### config.mk
export PLATFORM = sky130hd
export DESIGN_NAME = cts_queue
export DESIGN_NICKNAME = d
export VERILOG_FILES = /design/src/rtl/core/cts_pkg.sv /design/src/rtl/core/cts_queue.sv
export SDC_FILE = /design/constraint.sdc
export NUM_CORES = 1
export LEC_CHECK = 0
export BUFFER_PORTS_ARGS = -buffer_cell sky130_fd_sc_hd__buf_2
export CORE_MARGIN = 2
export CORE_UTILIZATION = 40
export DETAILED_ROUTE_END_ITERATION = 10
export HOLD_SLACK_MARGIN = 0.1
export PLACE_DENSITY = 0.63
export SYNTH_ARGS = -nofsm -noshare
export SYNTH_HDL_FRONTEND = slang
export SYNTH_SLANG_ARGS = --single-unit
export TNS_END_PERCENT = 30
### constraint.sdc
create_clock -name clk -period 1.8 [get_ports clk]
set_input_delay 0.27 -clock clk [delete_from_list [all_inputs] [get_ports clk]]
set_output_delay 0.27 -clock clk [all_outputs]
set_load 0.02 [all_outputs]
### src/rtl/core/cts_pkg.sv
// ----------------------------------------------------------------------------
// cts_pkg
// Shared constants, types and helpers of the text console engine.
// ----------------------------------------------------------------------------
package cts_pkg;

	localparam int COLS   = 80;
	localparam int ROWS   = 25;
	localparam int NCELLS = ROWS * COLS;

	localparam int RW     = $clog2(ROWS);       // physical/logical row index
	localparam int CW     = $clog2(COLS);       // column index
	localparam int FW     = $clog2(COLS + 1);   // per-row fill count
	localparam int AW     = $clog2(NCELLS);     // screen store address
	localparam int QDEPTH = 2;                  // front-to-back queue depth

	localparam logic [7:0] NEWLINE_CODE = 8'h0A;
	localparam logic [7:0] SPACE_CODE   = 8'h20;
	localparam logic [7:0] RESET_ATTR   = 8'h07;

	localparam logic CMD_PUT  = 1'b0;
	localparam logic CMD_READ = 1'b1;

	// register select, taken from paddr[2]
	localparam logic REG_FOREGROUND = 1'b0;
	localparam logic REG_BACKGROUND = 1'b1;

	typedef enum logic [1:0] {
		OP_PUT,
		OP_NEWLINE,
		OP_READ,
		OP_READ_OOB
	} op_t;

	typedef struct packed {
		op_t             op;
		logic [7:0]      char_code;
		logic [RW-1:0]   row;
		logic [CW-1:0]   col;
	} item_t;

	typedef struct packed {
		logic [3:0] fg;
		logic [3:0] bg;
	} colors_t;

	typedef struct packed {
		logic        scrolled;
		logic [15:0] cell_value;
		logic [4:0]  cursor_row_out;
		logic [6:0]  cursor_col_out;
	} result_t;

	// logical row -> physical row of the row-offset ring
	function automatic logic [RW-1:0] phys_row(input logic [RW-1:0] row,
		input logic [RW-1:0] top);
		logic [RW:0] s;
		s = {1'b0, row} + {1'b0, top};
		if (32'(s) >= ROWS)
			s = s - (RW+1)'(ROWS);
		return s[RW-1:0];
	endfunction

	function automatic logic [AW-1:0] cell_addr(input logic [RW-1:0] prow,
		input logic [CW-1:0] col);
		return AW'(32'(prow) * COLS + 32'(col));
	endfunction

endpackage

### src/rtl/core/cts_queue.sv
// ----------------------------------------------------------------------------
// cts_queue
// Short FIFO of classified items between front and back.
// ----------------------------------------------------------------------------
module cts_queue import cts_pkg::*; (
	input  logic  clk,
	input  logic  arst_n,
	input  logic  push,
	input  item_t push_item,
	output logic  q_ready,
	input  logic  pop,
	output logic  q_valid,
	output item_t q_item
);

	localparam int PW = (QDEPTH > 1) ? $clog2(QDEPTH) : 1;
	localparam int NW = $clog2(QDEPTH + 1);

	item_t          entry_q [QDEPTH];
	logic [PW-1:0]  wr_ptr_q;
	logic [PW-1:0]  rd_ptr_q;
	logic [NW-1:0]  count_q;

	assign q_ready = 32'(count_q) < QDEPTH;
	assign q_valid = count_q != '0;
	assign q_item  = entry_q[rd_ptr_q];

	function automatic logic [PW-1:0] next_ptr(input logic [PW-1:0] p);
		return (32'(p) == QDEPTH - 1) ? '0 : p + 1'b1;
	endfunction

	always_ff @(posedge clk or negedge arst_n) begin
		if (!arst_n) begin
			wr_ptr_q <= '0;
			rd_ptr_q <= '0;
			count_q  <= '0;
		end else begin
			if (push)
				wr_ptr_q <= next_ptr(wr_ptr_q);
			if (pop)
				rd_ptr_q <= next_ptr(rd_ptr_q);
			if (push && !pop)
				count_q <= count_q + 1'b1;
			else if (pop && !push)
				count_q <= count_q - 1'b1;
		end
	end

	always_ff @(posedge clk) begin
		if (push)
			entry_q[wr_ptr_q] <= push_item;
	end

endmodule

==> impl_metrics.tcl <==
set metrics [dict create \
    vdd_ir_drop_max_mv 0.996 \
    vias_per_cell 4.62 \
    finClkSkew_ns 0.00367 \
    drt-initial-drc-count 39 \
    ant_nets 0 \
    end_kind "primary output" \
    slew_headroom_pct 79.3 \
    place_congestion 0.695 \
    ys_seq_area_share_pct 79.9 \
    root_buffer "clkbuf_8" \
    hp-class "in -> reg" \
    clkLatencyLatePin_ns 0.29 \
    grt_pass1_vias 960 \
    max_freq_mhz 584 \
    netlist_area_um2 1780 \
    final.setup.tns_ns 0 \
    fillers 382 \
    synth_compound_area_share_pct 0 \
    synth_area_leaders "edfxtp_1 (74%), mux2_2 (14%), dfrtp_1 (5.6%), xor2_1 (1.5%), buf_6 (1.3%)" \
    muxShareOfSynthArea_pct 13.9 \
    netSwitchingPower_mw 1.07 \
    synth.distinct_cells 12 \
    grt_max_degree 23 \
    firstDrtPassIters 3 \
    overflow 0 \
    dr.max_layer_used "met4" \
    start_kind "flop" \
    cellLeakagePower_nw 0.863 \
    synth-simple-area-share_pct 1.27 \
    drive_gt1_share_pct 58.3 \
    die_y_um 70.7 \
    crit_chain "buf_4 > mux2_2 > buf_2" \
    hpwlAfterDp_um 1910 \
    seq_power_share_pct 45.0 \
    power.internal_mw 2.39 \
    status "finished clean" \
    ctsResizeCount 0 \
    yosysTopAreaCell "edfxtp_1" \
    crit_family "buffers and inverters" \
    wire_per_inst_um 14.4 \
    placed_cell_area_um2 2100 \
    cp.arrival_ns 1.44 \
    p_sw_share_pct 31.0 \
    std_cell_rows 24 \
    cts_setup_buffers 0 \
    vias 905 \
    power_frac_comb_pct 33.9 \
    finalMaxSlewViolations 0 \
    clock-sinks 48 \
    max_stage_delay_ns 0.37 \
    path_buf_inv 2 \
    fp.dieArea_um2 4990 \
    syn_nets 111 \
    pwr_density_cell_nw_per_um2 1560 \
    ys_warn_count 0 \
    post-route-period-util_pct 95.1 \
    synth_top_family_by_area "multiplexers" \
    min_period_ns 1.71 \
    wl_met3_um 211 \
    yosys.area_share.xor_xnor_pct 2.46 \
    drc_errors 0 \
    cts_buffers 5 \
    track_usage_pct 12.1 \
    nets 170 \
    wl_met1_um 1170 \
    clkTransAtPathRegs_ns 0.08 \
    clockBufferDepth 2 \
    initial_utilization_pct 41.1 \
    die_w_um 70.7 \
    crit_type "reg -> out" \
    ctsHtreeMaxLevel 2 \
    rsz0062_at_grt "false" \
    setup_viol 0 \
    final_cell_area_um2 2220 \
    area_growth_pct 24.6 \
    hold_viol 0 \
    synth_cells 84 \
    maxCapViolCount 0 \
    ys_ff_latch 48 \
    worst_slew_pin_slew_ns 0.310 \
    io_pins 50 \
    numPortBuffers 49 \
    required_ns 1.53 \
    p_clk_share_pct 21.1 \
    grt_pass1_wl_um 4580 \
    syn_area_per_cell_um2 21.2 \
    synthAdderAreaFrac_pct 0.704 \
    slowest_stage "mux2_2" \
    antenna_cells 0 \
    synth.top_cell.area_share_pct 74.3 \
    path_max_fanout 17 \
    cts_hold_buf 1 \
    antenna_found_initial 0 \
    cts_tree "done" \
    wl_met2_um 1420 \
    core-area_um2 4320 \
    wirelength_um 2830 \
]
## registers in the layout, summed over array words and instances (netlist names)
name,flops
rd_ptr_q,1
entry_q,44
wr_ptr_q,1
count_q,2
## metrics by stage
| stage | instances | utilization, % | worst slack [ns] | total power, mW | hold slack, ns |
|---|---|---|---|---|---|
| after global routing | 196 | 51.2 | 0.00386 | 3.66 | 0.147 |
| after global placement | 187 | 48.5 | 0.422 | 2.75 | 0.0770 |
| after CTS | 196 | 51.2 | 0.0619 | 3.53 | 0.151 |
| final | 196 | 51.2 | 0.0886 | 3.47 | 0.165 |
| after floorplan | 84 | - | 0.400 | 2.42 | -0.0256 |
| after detailed placement | 187 | 48.5 | 0.392 | 2.78 | 0.0804 |
## layout make-up
type | instances | area (µm²) | area share [%]
inverters | 2 | 7.51 | 0.339
flip-flops and latches | 48 | 1420 | 64.1
multi-input cells | 32 | 329 | 14.9
clock buffers | 6 | 72.6 | 3.27
repair buffers | 54 | 285 | 12.9
clock inverters | 2 | 35.0 | 1.58
well taps | 52 | 65.1 | 2.94
## synthesized netlist by cell type
library cell / number
edfxtp_1: 44
mux2_2: 22
dfrtp_1: 4
xor2_1: 3
buf_6: 2
inv_1: 2
xnor2_1: 2
and2_1: 1
ha_1: 1
nor2_1: 1
nor2b_1: 1
or2_2: 1
## kinds of logic (layout without fill, tap and decap cells)
logic type    Yosys count  count (layout)
fa+ha+maj               1               1
buf+inv                 4              64
simple gates            4               4
xor+xnor                5               5
flops                  48              48
mux                    22              22
## cells in the final DEF (no fill, tap or decap)
cell / instances
dlygate4sd3_1: 1
edfxtp_1: 44
dfrtp_1: 4
bufinv_16: 1
buf_2: 49
buf_4: 4
and2_1: 1
nor2b_2: 1
ha_1: 1
inv_1: 2
clkbuf_8: 5
clkinv_2: 1
nor2_1: 1
xnor2_1: 2
or2_2: 1
clkbuf_1: 1
mux2_2: 22
xor2_1: 3
## metal layers
layer | GRT usage, % | vias up
met2 | 19.8 | 37
met1 | 14.9 | 434
li1 | - | 432
met5 | 0 | -
met3 | 5.27 | 2
met4 | 3.14 | 0
## power groups by stage
| stage | clock [mW] | sequential [mW] | combinational [mW] |
|---|---|---|---|
| floorplan | 0 | 1.58 | 0.840 |
| global placement | 0 | 1.57 | 1.18 |
| detailed placement | 0 | 1.59 | 1.19 |
| CTS | 0.762 | 1.56 | 1.20 |
| global route | 0.810 | 1.58 | 1.27 |
| finish | 0.731 | 1.56 | 1.18 |
## final timing paths
check | start | to | slack [ns] | cells past startpoint
max in group asynchronous | arst_n | rd_ptr_q | 1.37 | 2
setup / recovery | rd_ptr_q | q_item[21] | 0.09 | 3
setup reg to reg | wr_ptr_q | entry_q[0][10] | 0.65 | 2
min in group asynchronous | arst_n | count_q[1] | 0.31 | 2
hold reg to reg | wr_ptr_q | wr_ptr_q | 0.51 | 1
hold / removal | push_item[1] | entry_q[0][1] | 0.17 | 1
Note: power is estimated with default switching activity, not from simulation.
