--- src/rtl/core/cts_pkg.sv ---
// ----------------------------------------------------------------------------
// cts_pkg
// Shared constants, types and helpers of the text console engine.
// ----------------------------------------------------------------------------
package cts_pkg;

	localparam int COLS   = 80;
	localparam int ROWS   = 25;
	localparam int NCELLS = ROWS * COLS;

	localparam int RW     = $clog2(ROWS);       // physical/logical row index
	localparam int CW     = $clog2(COLS);       // column index
	localparam int FW     = $clog2(COLS + 1);   // per-row fill count
	localparam int AW     = $clog2(NCELLS);     // screen store address
	localparam int QDEPTH = 2;                  // front-to-back queue depth

	localparam logic [7:0] NEWLINE_CODE = 8'h0A;
	localparam logic [7:0] SPACE_CODE   = 8'h20;
	localparam logic [7:0] RESET_ATTR   = 8'h07;

	localparam logic CMD_PUT  = 1'b0;
	localparam logic CMD_READ = 1'b1;

	// register select, taken from paddr[2]
	localparam logic REG_FOREGROUND = 1'b0;
	localparam logic REG_BACKGROUND = 1'b1;

	typedef enum logic [1:0] {
		OP_PUT,
		OP_NEWLINE,
		OP_READ,
		OP_READ_OOB
	} op_t;

	typedef struct packed {
		op_t             op;
		logic [7:0]      char_code;
		logic [RW-1:0]   row;
		logic [CW-1:0]   col;
	} item_t;

	typedef struct packed {
		logic [3:0] fg;
		logic [3:0] bg;
	} colors_t;

	typedef struct packed {
		logic        scrolled;
		logic [15:0] cell_value;
		logic [4:0]  cursor_row_out;
		logic [6:0]  cursor_col_out;
	} result_t;

	// logical row -> physical row of the row-offset ring
	function automatic logic [RW-1:0] phys_row(input logic [RW-1:0] row,
		input logic [RW-1:0] top);
		logic [RW:0] s;
		s = {1'b0, row} + {1'b0, top};
		if (32'(s) >= ROWS)
			s = s - (RW+1)'(ROWS);
		return s[RW-1:0];
	endfunction

	function automatic logic [AW-1:0] cell_addr(input logic [RW-1:0] prow,
		input logic [CW-1:0] col);
		return AW'(32'(prow) * COLS + 32'(col));
	endfunction

endpackage

--- src/rtl/core/cts_front.sv ---
// ----------------------------------------------------------------------------
// cts_front
// Accepts input items, classifies them and hands them to the queue.
// ----------------------------------------------------------------------------
module cts_front import cts_pkg::*; (
	input  logic        clk,
	input  logic        arst_n,
	input  logic        s_tvalid,
	output logic        s_tready,
	input  logic [23:0] s_tdata,
	input  logic        s_tuser,
	output logic        push,
	output item_t       push_item,
	input  logic        q_ready
);

	logic        v_s1;
	item_t       item_s1;
	item_t       dec;
	logic [7:0]  char_code;
	logic [4:0]  read_row;
	logic [6:0]  read_col;

	assign char_code = s_tdata[7:0];
	assign read_row  = s_tdata[12:8];
	assign read_col  = s_tdata[19:13];

	always_comb begin
		dec.char_code = char_code;
		dec.row       = RW'(read_row);
		dec.col       = CW'(read_col);
		if (s_tuser == CMD_READ) begin
			if (32'(read_row) < ROWS && 32'(read_col) < COLS)
				dec.op = OP_READ;
			else
				dec.op = OP_READ_OOB;
		end else if (char_code == NEWLINE_CODE) begin
			dec.op = OP_NEWLINE;
		end else begin
			dec.op = OP_PUT;
		end
	end

	assign push      = v_s1 && q_ready;
	assign push_item = item_s1;
	assign s_tready  = !v_s1 || q_ready;

	always_ff @(posedge clk or negedge arst_n) begin
		if (!arst_n) begin
			v_s1 <= 1'b0;
		end else begin
			if (s_tvalid && s_tready)
				v_s1 <= 1'b1;
			else if (push)
				v_s1 <= 1'b0;
		end
	end

	always_ff @(posedge clk) begin
		if (s_tvalid && s_tready)
			item_s1 <= dec;
	end

endmodule

--- config.mk ---
export PLATFORM = sky130hd
export DESIGN_NAME = cts_front
export DESIGN_NICKNAME = d
export VERILOG_FILES = /design/src/rtl/core/cts_pkg.sv /design/src/rtl/core/cts_front.sv
export SDC_FILE = /design/constraint.sdc
export NUM_CORES = 1
export LEC_CHECK = 0
export BUFFER_PORTS_ARGS = -buffer_cell sky130_fd_sc_hd__buf_2
export CAP_MARGIN = 10
export CORE_MARGIN = 10
export CORE_UTILIZATION = 25
export CTS_CLUSTER_SIZE = 28
export DETAILED_ROUTE_END_ITERATION = 6
export GPL_ROUTABILITY_DRIVEN = 0
export PLACE_DENSITY = 0.62
export SYNTH_ARGS = -nofsm -noshare
export SYNTH_HDL_FRONTEND = slang
export SYNTH_SLANG_ARGS = --single-unit
--- constraint.sdc ---
create_clock -name clk -period 1.8 [get_ports clk]
set_clock_uncertainty 0.1 [all_clocks]
set_input_delay 0.18 -clock clk [delete_from_list [all_inputs] [get_ports clk]]
set_output_delay 0.18 -clock clk [all_outputs]
set_load 0.05 [all_outputs]
==> run summary, run 1 <==
The most critical setup path has its startpoint at v_s1. For this configuration, the core starts out at a cell density of 26.9%. Based on the critical path, the design can be clocked at up to 696 MHz. The total global-route track usage came out at 7.62%. Counting cells, the worst reg-to-reg path comes to 2. Dividing the detail-routed wire length by the instance count gives 15.4 um. Counting the buffers created by CTS gives 3. In this run the cell area of the synthesized design comes to 761 sq um.

Counting flops and latches in the post-synthesis netlist gives 23. For this run, the register share of the synthesized area comes to 90.1%. The run finished with clean final reports. The arrival time of the worst setup path is 1.29 ns.

Max-cap violations in this run came to 0. The clock network latency to the later pin of the worst-skew pair is 0.30 ns. The worst setup path is of the reg -> reg kind. The utilization after layout came out at 45.9%. Across the VDD grid, the largest voltage drop is 516 uV. The antenna diode count is 0.

The areal power density over the cells is 838 nW/um^2. The number of antenna-violating nets in the routed design is 0. STA classifies the critical path endpoint as a flop. Entering global routing, the biggest net connects 23 pins.

In this run the clock root is driven by a sky130_fd_sc_hd__clkbuf_4. The startpoint identified for the worst register-to-register timing path is v_s1. The post-detailed-route DRC marker count came out at 0.

The cell count after synthesis is 33. The worst path uses 79.8% of the clock period. The height of the die is 75.2 um. The detailed-route vias per instance came out at 4.29.

The DRC violation total after the first TritonRoute iteration came out at 20. The setup slack of the most critical reg-to-reg path came out at 0.36 ns. The deepest clock path buffer count is 2.

The hold violation count in the final report came to 0. For this run the aggregate overflow at the end of global routing stands at 0. The initial antenna violation count came to 0.

The worst-case headroom to the max-slew limit is 66.4%. The setup TNS after final layout came out at 0 ns. TritonCTS built the clock tree. The signed area change from the synthesized netlist to the final layout came out at 70.6%.

The number of distinct library cell variants in the gate-level netlist after synthesis is 10. The pin slew with the least headroom to its limit came out at 0.503 ns. Setup repair after global routing left no endpoint under its margin. Setup violations remaining at the end of the flow were counted as 0. The clock slew seen by the registers of the worst setup and hold paths is 0.12 ns.

The via count of the first global-routing pass came out at 686. The kind of start point of the critical path is a flop. The clock period minus worst slack is 1.44 ns.

The most critical setup path has its endpoint at push_item[2]. Detailed placement finished with a half-perimeter wire length of 1520 um. The count of synthesis-stage warnings from yosys is 0. The die outline width is 75.2 um. The area of the placeable core is 2830 sq um. Counting every net in the synthesized netlist gives 62. The total number of placement rows is 19. The type of the most critical hold path is in -> async. During placement, the flow inserted port buffers numbering 48. The final routed wirelength across all metal layers came out at 2140 um. For this block, the via count after detailed routing is 597. The worst flop-to-flop path endpoint is push_item[2].

Data on the critical path is required at its endpoint by 1.65 ns. The clock net in this run drives a total of 23 sinks. The share of cells above drive strength 1 is 50.0%.

The mean cell area of the mapped netlist came out at 23.1 sq um. Along the worst path, the maximum fanout reaches 22. The detailed-routing iteration count for the pre-antenna-repair pass is 4.

The max-slew violation total from the final report came out at 0. After clock tree synthesis, the setup repair step added 0 buffers. The area enclosed by the die boundary came out at 5650 sq um. The first global-routing pass estimated 3310 um of wire. The final layout contains 138 nets. Pin placement for this block handled 53 I/O pins.

The number of levels the H-tree was split into came out at 1. The static leakage power came out at 0.541 nW.
critical path, stage by stage (launching register included):
cell	delay, ns
sky130_fd_sc_hd__dfrtp_1	0.39
sky130_fd_sc_hd__nand2b_1	0.11
sky130_fd_sc_hd__and2_2	0.48
final cells by class:
class                      count  area, sq um
timing repair buffer          71          470
fill                         260         1530
clock buffer                   4         26.3
tap                           31         38.8
sequential                    23          686
multi-input combinational     10         76.3
power breakdown:
part	internal (mW)	switching, mW
registers	0.621	0.00616
logic	0.0763	0.153
clock network	0.0862	0.145
kinds of logic (layout without fill, tap and decap cells):
kind of cell           count (synthesis)  in the layout  synth area share (%)
DFF                                   23             23                  90.1
buffers and inverters                  0             75                     0
AOI/OAI and AO/OA                      4              4                  3.29
and+or+nand+nor                        6              6                  6.58
state kept, by name (all words and copies together) (netlist names):
name and flops:
push_item 22, v_s1 1
Yosys cell counts:
library cell                n  area share [%]
sky130_fd_sc_hd__a21oi_1    1            0.66
sky130_fd_sc_hd__a31oi_1    1            0.82
sky130_fd_sc_hd__and2_1     2             1.6
sky130_fd_sc_hd__and4bb_2   1             1.6
sky130_fd_sc_hd__dfrtp_1    1             3.3
sky130_fd_sc_hd__edfxtp_1  22              87
sky130_fd_sc_hd__nand2b_1   2             1.6
sky130_fd_sc_hd__nor4_2     1             1.6
sky130_fd_sc_hd__o21ai_0    1            0.66
sky130_fd_sc_hd__o311ai_0   1             1.2
per-layer routing:
metal  global-route usage (%)  vias up  part of all wire (%)
li1                         -      283                     -
met4                     1.86        0                  0.28
met1                     6.77      283                    32
met3                     4.86        2                    14
met2                     14.1       29                    54
met5                        0        -                     0
cell usage in the layout (no fill, tap or decap):
| master | netlist | final |
|---|---|---|
| sky130_fd_sc_hd__o311ai_0 | 1 | 1 |
| sky130_fd_sc_hd__nand2b_1 | 2 | 2 |
| sky130_fd_sc_hd__clkbuf_4 | 0 | 3 |
| sky130_fd_sc_hd__a31oi_1 | 1 | 1 |
| sky130_fd_sc_hd__and2_2 | 0 | 1 |
| sky130_fd_sc_hd__dfrtp_1 | 1 | 1 |
| sky130_fd_sc_hd__a21oi_1 | 1 | 1 |
| sky130_fd_sc_hd__dlygate4sd3_1 | 0 | 23 |
| sky130_fd_sc_hd__nor4_2 | 1 | 1 |
| sky130_fd_sc_hd__edfxtp_1 | 22 | 22 |
| sky130_fd_sc_hd__o21ai_0 | 1 | 1 |
| sky130_fd_sc_hd__buf_2 | 0 | 48 |
| sky130_fd_sc_hd__clkbuf_1 | 0 | 1 |
| sky130_fd_sc_hd__and2_1 | 2 | 1 |
| sky130_fd_sc_hd__and4bb_2 | 1 | 1 |
metrics by stage:
step	hold slack, ns	power [mW]	setup slack (ns)	instances	area [sq um]
floorplan	-0.216	0.767	0.107	33	762
global placement	-0.145	0.829	0.410	112	1040
detailed placement	-0.143	0.832	0.366	112	1040
CTS	0.0587	1.10	0.346	139	1300
global route	0.0504	1.13	0.262	139	1300
finish	0.0639	1.09	0.364	139	1300
worst min-delay path by stage:
| stage | end | startpoint | slack (ns) | cells past startpoint |
|---|---|---|---|---|
| 4_1_cts | v_s1 | arst_n | 0.06 | 2 |
| 5_1_grt | v_s1 | arst_n | 0.05 | 2 |
| 2_1_floorplan | v_s1 | arst_n | -0.22 | 0 |
| 3_3_place_gp | v_s1 | arst_n | -0.15 | 1 |
| 6_report | v_s1 | arst_n | 0.06 | 2 |
| 3_5_place_dp | v_s1 | arst_n | -0.14 | 1 |
repair_timing:
action | 4_1_cts | 5_1_grt
resized for setup | 0 | 0
hold buffers | 23 | 0
endpoints found under the hold margin | 23 | 0
Note: power is estimated with default switching activity, not from simulation.
==> run 2, diff against run 1 <==
PLACE_DENSITY = 0.64   (was 0.62)
clock period = 1.3 ns   (was 1.8 ns; I/O delays follow)
==> run 2 against run 1 <==
Against the previous run: first-iteration DRC count shrank 85%; combinational power increased by 46%; sequential share of layout area shrank 1.4 points; non-clock buffer count unchanged; clock-buffer cell count is the same; utilization up 1.2 points; largest power group unchanged; global-route usage shrank 0.21 points; cell count is 0.72% higher; sequential cell count unchanged; critical path depth is 3 higher; wire length up 3.7%.
==> run summary, run 2 (same netlist as run 1, synthesis figures left out) <==
The total power of the final layout is 1.52 mW (+40%). The worst setup path is captured at a flop. The number of levels the H-tree was split into came out at 1 (unchanged). The max-slew violation total from the final report came out at 0 (unchanged). The clock slew seen by the registers of the worst setup and hold paths came out at 0.12 ns (about the same).

The static leakage power came out at 0.559 nW (+3.3%). The starting utilization of the core area is 26.9% (unchanged). The hold violation count in the final report was 0 (unchanged). The number of nets in the final layout came to 139 (+0.72%).

The post-detailed-route DRC marker count was 0 (unchanged). The flow ran to the end, and the final reports show no timing, DRC or antenna violations. The DRC violation total after the first TritonRoute iteration is 3 (-85%). The height of the die is 75.2 um (unchanged). The routed wire length per instance is 15.8 um (+3.0%). By startpoint and endpoint, the worst setup path is classified as in -> reg.

The final count of negative-setup-slack endpoints was 0 (unchanged). The arrival time of the worst setup path is 1.22 ns (-0.07 ns). The signed area change from the synthesized netlist to the final layout came out at 75.2%. The total I/O pin count came out at 53 (unchanged).

Leaving out fill and tap cells, the most frequent cells in the layout are sky130_fd_sc_hd__buf_2 (46), sky130_fd_sc_hd__dlygate4sd3_1 (23), sky130_fd_sc_hd__edfxtp_1 (22). The areal power density over the cells came to 1140 nW/um^2 (+36%). The total clock buffers created by CTS came out at 3 (unchanged). The kind of start point of the critical path is a primary input. The critical path goes through dlygate4sd3_1 > buf_2 > and4bb_2 > a21oi_1 > a31oi_1. The vias after detailed routing came out at 601 (+0.67%). The count of buffers from port buffering came out at 48 (unchanged). The total global-route track usage came out at 7.41% (-0.21 points). The highest net fanout along the worst path came to 2 (-91%).

The number of flip-flops under the largest register name is 22 (unchanged). The maximum vdd ir drop came out at 594 uV (+15%). The via count of the first global-routing pass came out at 702 (+2.3%).

The final routed wirelength across all metal layers was 2220 um (+3.7%). The required time of the critical path came out at 1.25 ns (-0.40 ns). The total of fill cells in the finished design is 245 (-5.8%).

The number of antenna-violating nets in the routed design came out at 0 (unchanged). The post-placement cell count came out at 112 (unchanged). The highest clock rate came out at 792 MHz.

The post-layout instance count excluding filler cells came out at 140 (+0.72%). The clock period minus worst slack is 1.26 ns. Leaving out fill and tap cells, the most frequent cell in the layout is sky130_fd_sc_hd__buf_2. The max-capacitance violation count came out at 0 (unchanged).

The share of cells above drive strength 1 came to 52.3% (+2.3 points). The pin slew with the least headroom to its limit is 0.386 ns (-0.118 ns). The finished layout cell area is 1330 sq um (+2.7%). The cell with the largest stage delay on the worst path is sky130_fd_sc_hd__dlygate4sd3_1. The detailed-route vias per instance is 4.29 (about the same). The global-route congestion overflow total came out at 0 (unchanged).

Setup repair after global routing could not meet its margin everywhere. The setup slack of the most critical reg-to-reg path was 0.06 ns (-0.30 ns). TritonCTS built the clock tree. The detailed-routing iteration count for the pre-antenna-repair pass is 2 (-2).

The largest net degree at the start of global routing is 23 (unchanged). In this run the worst hold path is classified as in -> async. The die outline width is 75.2 um (unchanged). The post-route clock period utilization is 97.1%. The largest incremental delay on the critical path is 0.54 ns (+0.06 ns). The total number of placement rows came to 19 (unchanged). The cell sitting at the root of the clock tree is a sky130_fd_sc_hd__clkbuf_4. The antenna diode count was 0 (unchanged). The total cell area at the placement stage is 1050 sq um (+0.84%). The tightest hold margin came out at 0.0235 ns (-0.0403 ns).

The deepest clock path buffer count is 2 (unchanged). The initial antenna violation count came out at 0 (unchanged). The worst-case headroom to the max-slew limit came out at 74.0% (+7.5 points). The wire length of the first global-routing pass is 3190 um (-3.8%). The clock network latency to the later pin of the worst-skew pair came out at 0.29 ns (about the same). The buffer count from post-CTS setup fixing was 0 (unchanged). The half-perimeter wire length after detailed placement came out at 1550 um (+2.4%). The area enclosed by the die boundary is 5650 sq um (unchanged). The number of clock sinks was 23 (unchanged). The area of the placeable core is 2830 sq um (unchanged).
run 2: timing repair:
action | in CTS | in global routing
gates resized for setup | 4 | 2
hold buffers | 23 | 0
pin swaps | 0 | 1
setup endpoints to repair | 2 | 23
endpoints found under the hold margin | 23 | 0
gates cloned | 0 | 1
run 2: final cells by class:
| cell class | instances | area, sq um | area share (%) |
|---|---|---|---|
| multi-input combinational | 11 | 95.1 | 7.14 |
| timing repair buffer | 71 | 487 | 36.5 |
| sequential | 23 | 686 | 51.5 |
| tap | 31 | 38.8 | 2.91 |
| clock buffer | 4 | 26.3 | 1.97 |
run 2: metal layers:
layer	up-vias	share of wire (%)	track usage [%]
met5	-	0	0
met4	0	0.27	1.86
met3	2	12	4.47
met2	27	58	14.7
met1	287	30	5.93
li1	285	-	-
run 2: through the flow:
| step | TNS, ns | setup WS, ns | util (%) |
|---|---|---|---|
| after floorplan | 0 | 0.0123 | - |
| after global placement | 0 | 0.0837 | 37.1 |
| after detailed placement | 0 | 0.0572 | 37.1 |
| after CTS | 0 | 0.00789 | 46.6 |
| after global routing | -0.00243 | -0.00243 | 47.1 |
| final | 0 | 0.0372 | 47.1 |
run 2: final timing paths:
path                                  to       start  cells after the start
max                        push_item[20]  s_tdata[1]                      5
min                                 v_s1      arst_n                      2
max reg2reg                 push_item[8]        v_s1                      2
min reg2reg                         v_s1        v_s1                      2
max in group asynchronous           v_s1      arst_n                      2
min in group clk                    v_s1     q_ready                      3
run 2: worst max-delay path: cells and delay by family:
family	cells	cell delay [ns]
AO/OA/AOI/OAI	2	0.19
AND/OR/NAND/NOR	1	0.23
buffers and inverters	2	0.67
run 2: power breakdown:
part / total (mW) / leakage, nW / internal (mW) / switching, mW
clock network: 0.319 / 0.0150 / 0.119 / 0.199
logic: 0.334 / 0.324 / 0.119 / 0.215
registers: 0.871 / 0.220 / 0.860 / 0.0105
==> run 3, diff against run 2 <==
CTS_CLUSTER_DIAMETER = 50   (was not set)
CTS_CLUSTER_SIZE = 14   (was 28)
REMOVE_ABC_BUFFERS = 1   (was not set)
==> run 3 against run 2 <==
Against the previous run: wire length is 3.0% lower; die area stayed put; critical path type unchanged; first-iteration DRC count grew to 13 times the previous value; sequential cell count stayed put; largest power group unchanged.
==> run summary, run 3 (same netlist as run 1, synthesis figures left out) <==
The highest net fanout along the worst path is 2 (unchanged). TritonCTS built the clock tree. The buffer count from post-CTS setup fixing is 0 (unchanged). The capture point of the worst path is push_item[20]. The switching component of the power came to 436 uW (+2.7%). The largest incremental delay on the critical path is 0.54 ns (about the same). The max-slew violation total from the final report is 0 (unchanged). The total number of placement rows is 19 (unchanged). The clock group share of total power came out at 21.5% (+0.6 points). The count of cell instances traversed by the critical path came out at 5 (unchanged). The worst setup path is captured at a flop. The total global-route track usage was 7.57% (+0.17 points).

The areal power density over the cells is 1140 nW/um^2 (+0.14%). The proportion of power drawn by flip-flops and latches is 56.8% (-0.4 points). In this run the critical register-to-register path is launched from v_s1. The via count of the first global-routing pass came out at 634 (-9.7%). The vias after detailed routing is 586 (-2.5%). The DRC violation total after the first TritonRoute iteration came out at 40 (+37). The area taken by flip-flops and latches came out at 686 sq um (unchanged). The arrival time of the worst setup path was 1.23 ns (about the same). The endpoint identified for the worst register-to-register timing path is push_item[9]. The height of the die came out at 75.2 um (unchanged). The tightest hold margin is 0.0160 ns (-0.00750 ns). The count of buffers from port buffering is 48 (unchanged). The clock network latency to the later pin of the worst-skew pair is 0.30 ns (about the same).

The static leakage power is 0.562 nW (+0.37%). The combinational share of power came out at 21.7% (-0.2 points). The initial antenna violation count came out at 0 (unchanged). The die outline width came to 75.2 um (unchanged). The starting utilization of the core area is 26.9% (unchanged). The deepest clock path buffer count came to 2 (unchanged). The maximum vdd ir drop came out at 393 uV (-34%). The number of nets in the final layout was 141 (+1.4%). The pin slew with the least headroom to its limit is 0.417 ns (+0.0315 ns). The commonest non-fill, non-tap cell in the layout is sky130_fd_sc_hd__buf_2.

The area of the placeable core is 2830 sq um (unchanged). The switching portion of total power is 28.5% (+0.65 points). The global-route congestion overflow total is 0 (unchanged).

The half-perimeter wire length after detailed placement came out at 1610 um (+3.4%). The category of the critical setup timing path is in -> reg. In the layout the commonest cells are sky130_fd_sc_hd__buf_2 (46), sky130_fd_sc_hd__dlygate4sd3_1 (24), sky130_fd_sc_hd__edfxtp_1 (22). Among all stages on the critical path, the largest delay is contributed by sky130_fd_sc_hd__dlygate4sd3_1.

The total clock buffers created by CTS came out at 3 (unchanged). The combined buffer and inverter count along the critical path is 2 (unchanged). The number of antenna-violating nets in the routed design came to 0 (unchanged). The final count of negative-setup-slack endpoints is 0 (unchanged). The total I/O pin count is 53 (unchanged). The kind of start point of the critical path is a primary input. The type of the most critical hold path is in -> reg. The flow ran to the end, and the final reports show no timing, DRC or antenna violations. The routed wire length per instance is 15.1 um (-4.3%). The max-capacitance violation count came out at 0 (unchanged).

The largest net degree at the start of global routing is 14 (-39%). The antenna diode count was 0 (unchanged). Setup repair after global routing could not meet its margin everywhere. Traced cell by cell, the critical path runs through dlygate4sd3_1 > buf_2 > and4bb_2 > a21oi_1 > a31oi_1. The detailed-routing iteration count for the pre-antenna-repair pass was 2 (unchanged). The area enclosed by the die boundary came out at 5650 sq um (unchanged). The share of cells above drive strength 1 came out at 50.5% (-1.8 points). The number of levels the H-tree was split into is 1 (unchanged).

The number of flip-flops under the largest register name came out at 22 (unchanged). The worst-case headroom to the max-slew limit is 71.8% (-2.1 points). The utilization after layout came out at 47.2% (+0.088 points). The setup slack of the most critical reg-to-reg path came out at 0.07 ns (about the same). The tree is rooted in a sky130_fd_sc_hd__clkbuf_4. The required time of the critical path came out at 1.26 ns (about the same). The wire length of the first global-routing pass is 3130 um (-1.9%). The number of clock sinks is 23 (unchanged). The total of fill cells in the finished design is 258 (+5.3%).

On the critical path the largest part of the delay comes from buffers and inverters. The clock slew seen by the registers of the worst setup and hold paths is 0.13 ns (about the same). The depth of the worst register-to-register path is 3 (+1). The post-detailed-route DRC marker count came out at 0 (unchanged). The post-route clock period utilization was 97.5% (+0.38 points). The internal power consumption was 1.09 mW (-0.58%).

Tracing the worst setup path back leads to its startpoint at s_tdata[1]. The clock period minus worst slack came to 1.27 ns (+0.00498 ns). The highest clock rate is 789 MHz (-0.39%).

The signed area change from the synthesized netlist to the final layout is 75.5%. The hold violation count in the final report is 0 (unchanged). The detailed-route vias per instance came out at 4.13 (-3.9%). The combined area of the multi-input logic cells came out at 75.1 sq um (-21%).

The final routed wirelength across all metal layers came to 2150 um (-3.0%).
==> run 3: how the worst min path moves through the flow <==
stage                     startpoint   end  slack, ns  depth (start not counted)
after floorplan               arst_n  v_s1      -0.27                          0
after global placement        arst_n  v_s1      -0.20                          1
after detailed placement      arst_n  v_s1      -0.19                          1
after CTS                     arst_n  v_s1       0.01                          2
after global routing         q_ready  v_s1       0.04                          3
final                        q_ready  v_s1       0.02                          3
==> run 3: what timing repair did <==
action                                 4_1_cts  5_1_grt
setup endpoints to repair                    1       15
endpoints found under the hold margin       23        1
gates resized for setup                      1        4
hold buffers                                23        1
==> run 3: cell type report <==
cell class,instances,area share (%)
Clock inverter,1,0.375
Sequential cell,23,51.4
Timing Repair Buffer,74,38.1
Multi-Input combinational cell,10,5.62
Tap cell,31,2.91
Clock buffer,3,1.69
==> run 3: tightest hold or removal path, cell delays in order <==
cell	delay (ns)
sky130_fd_sc_hd__buf_2	0.08
sky130_fd_sc_hd__nand2b_1	0.12
sky130_fd_sc_hd__nand2b_1	0.06
==> run 3: stage by stage <==
step / worst slack, ns / instances / TNS, ns / power [mW] / instance area [sq um]
2_1_floorplan: -0.610 / 33 / -13.41 / 1.06 / 761
4_1_cts: 0.00803 / 141 / 0 / 1.53 / 1320
3_5_place_dp: 0.0553 / 114 / 0 / 1.16 / 1050
3_3_place_gp: 0.0861 / 114 / 0 / 1.15 / 1050
6_report: 0.0322 / 142 / 0 / 1.53 / 1340
5_1_grt: -0.0156 / 142 / -0.0309 / 1.59 / 1340
==> run 3: power groups by stage <==
stage	clock network, mW	logic, mW	registers [mW]
after global placement	0	0.269	0.885
after floorplan	0	0.0400	1.02
after detailed placement	0	0.272	0.887
after global routing	0.371	0.348	0.874
final	0.329	0.331	0.868
after CTS	0.338	0.326	0.870
==> run 3: per-layer routing <==
metal / up-vias / share of wire [%] / global-route usage (%)
li1: 288 / - / -
met2: 31 / 56 / 13.9
met3: 2 / 10 / 2.76
met5: - / 0 / 0
met4: 0 / 1.6 / 5.57
met1: 265 / 32 / 6.65
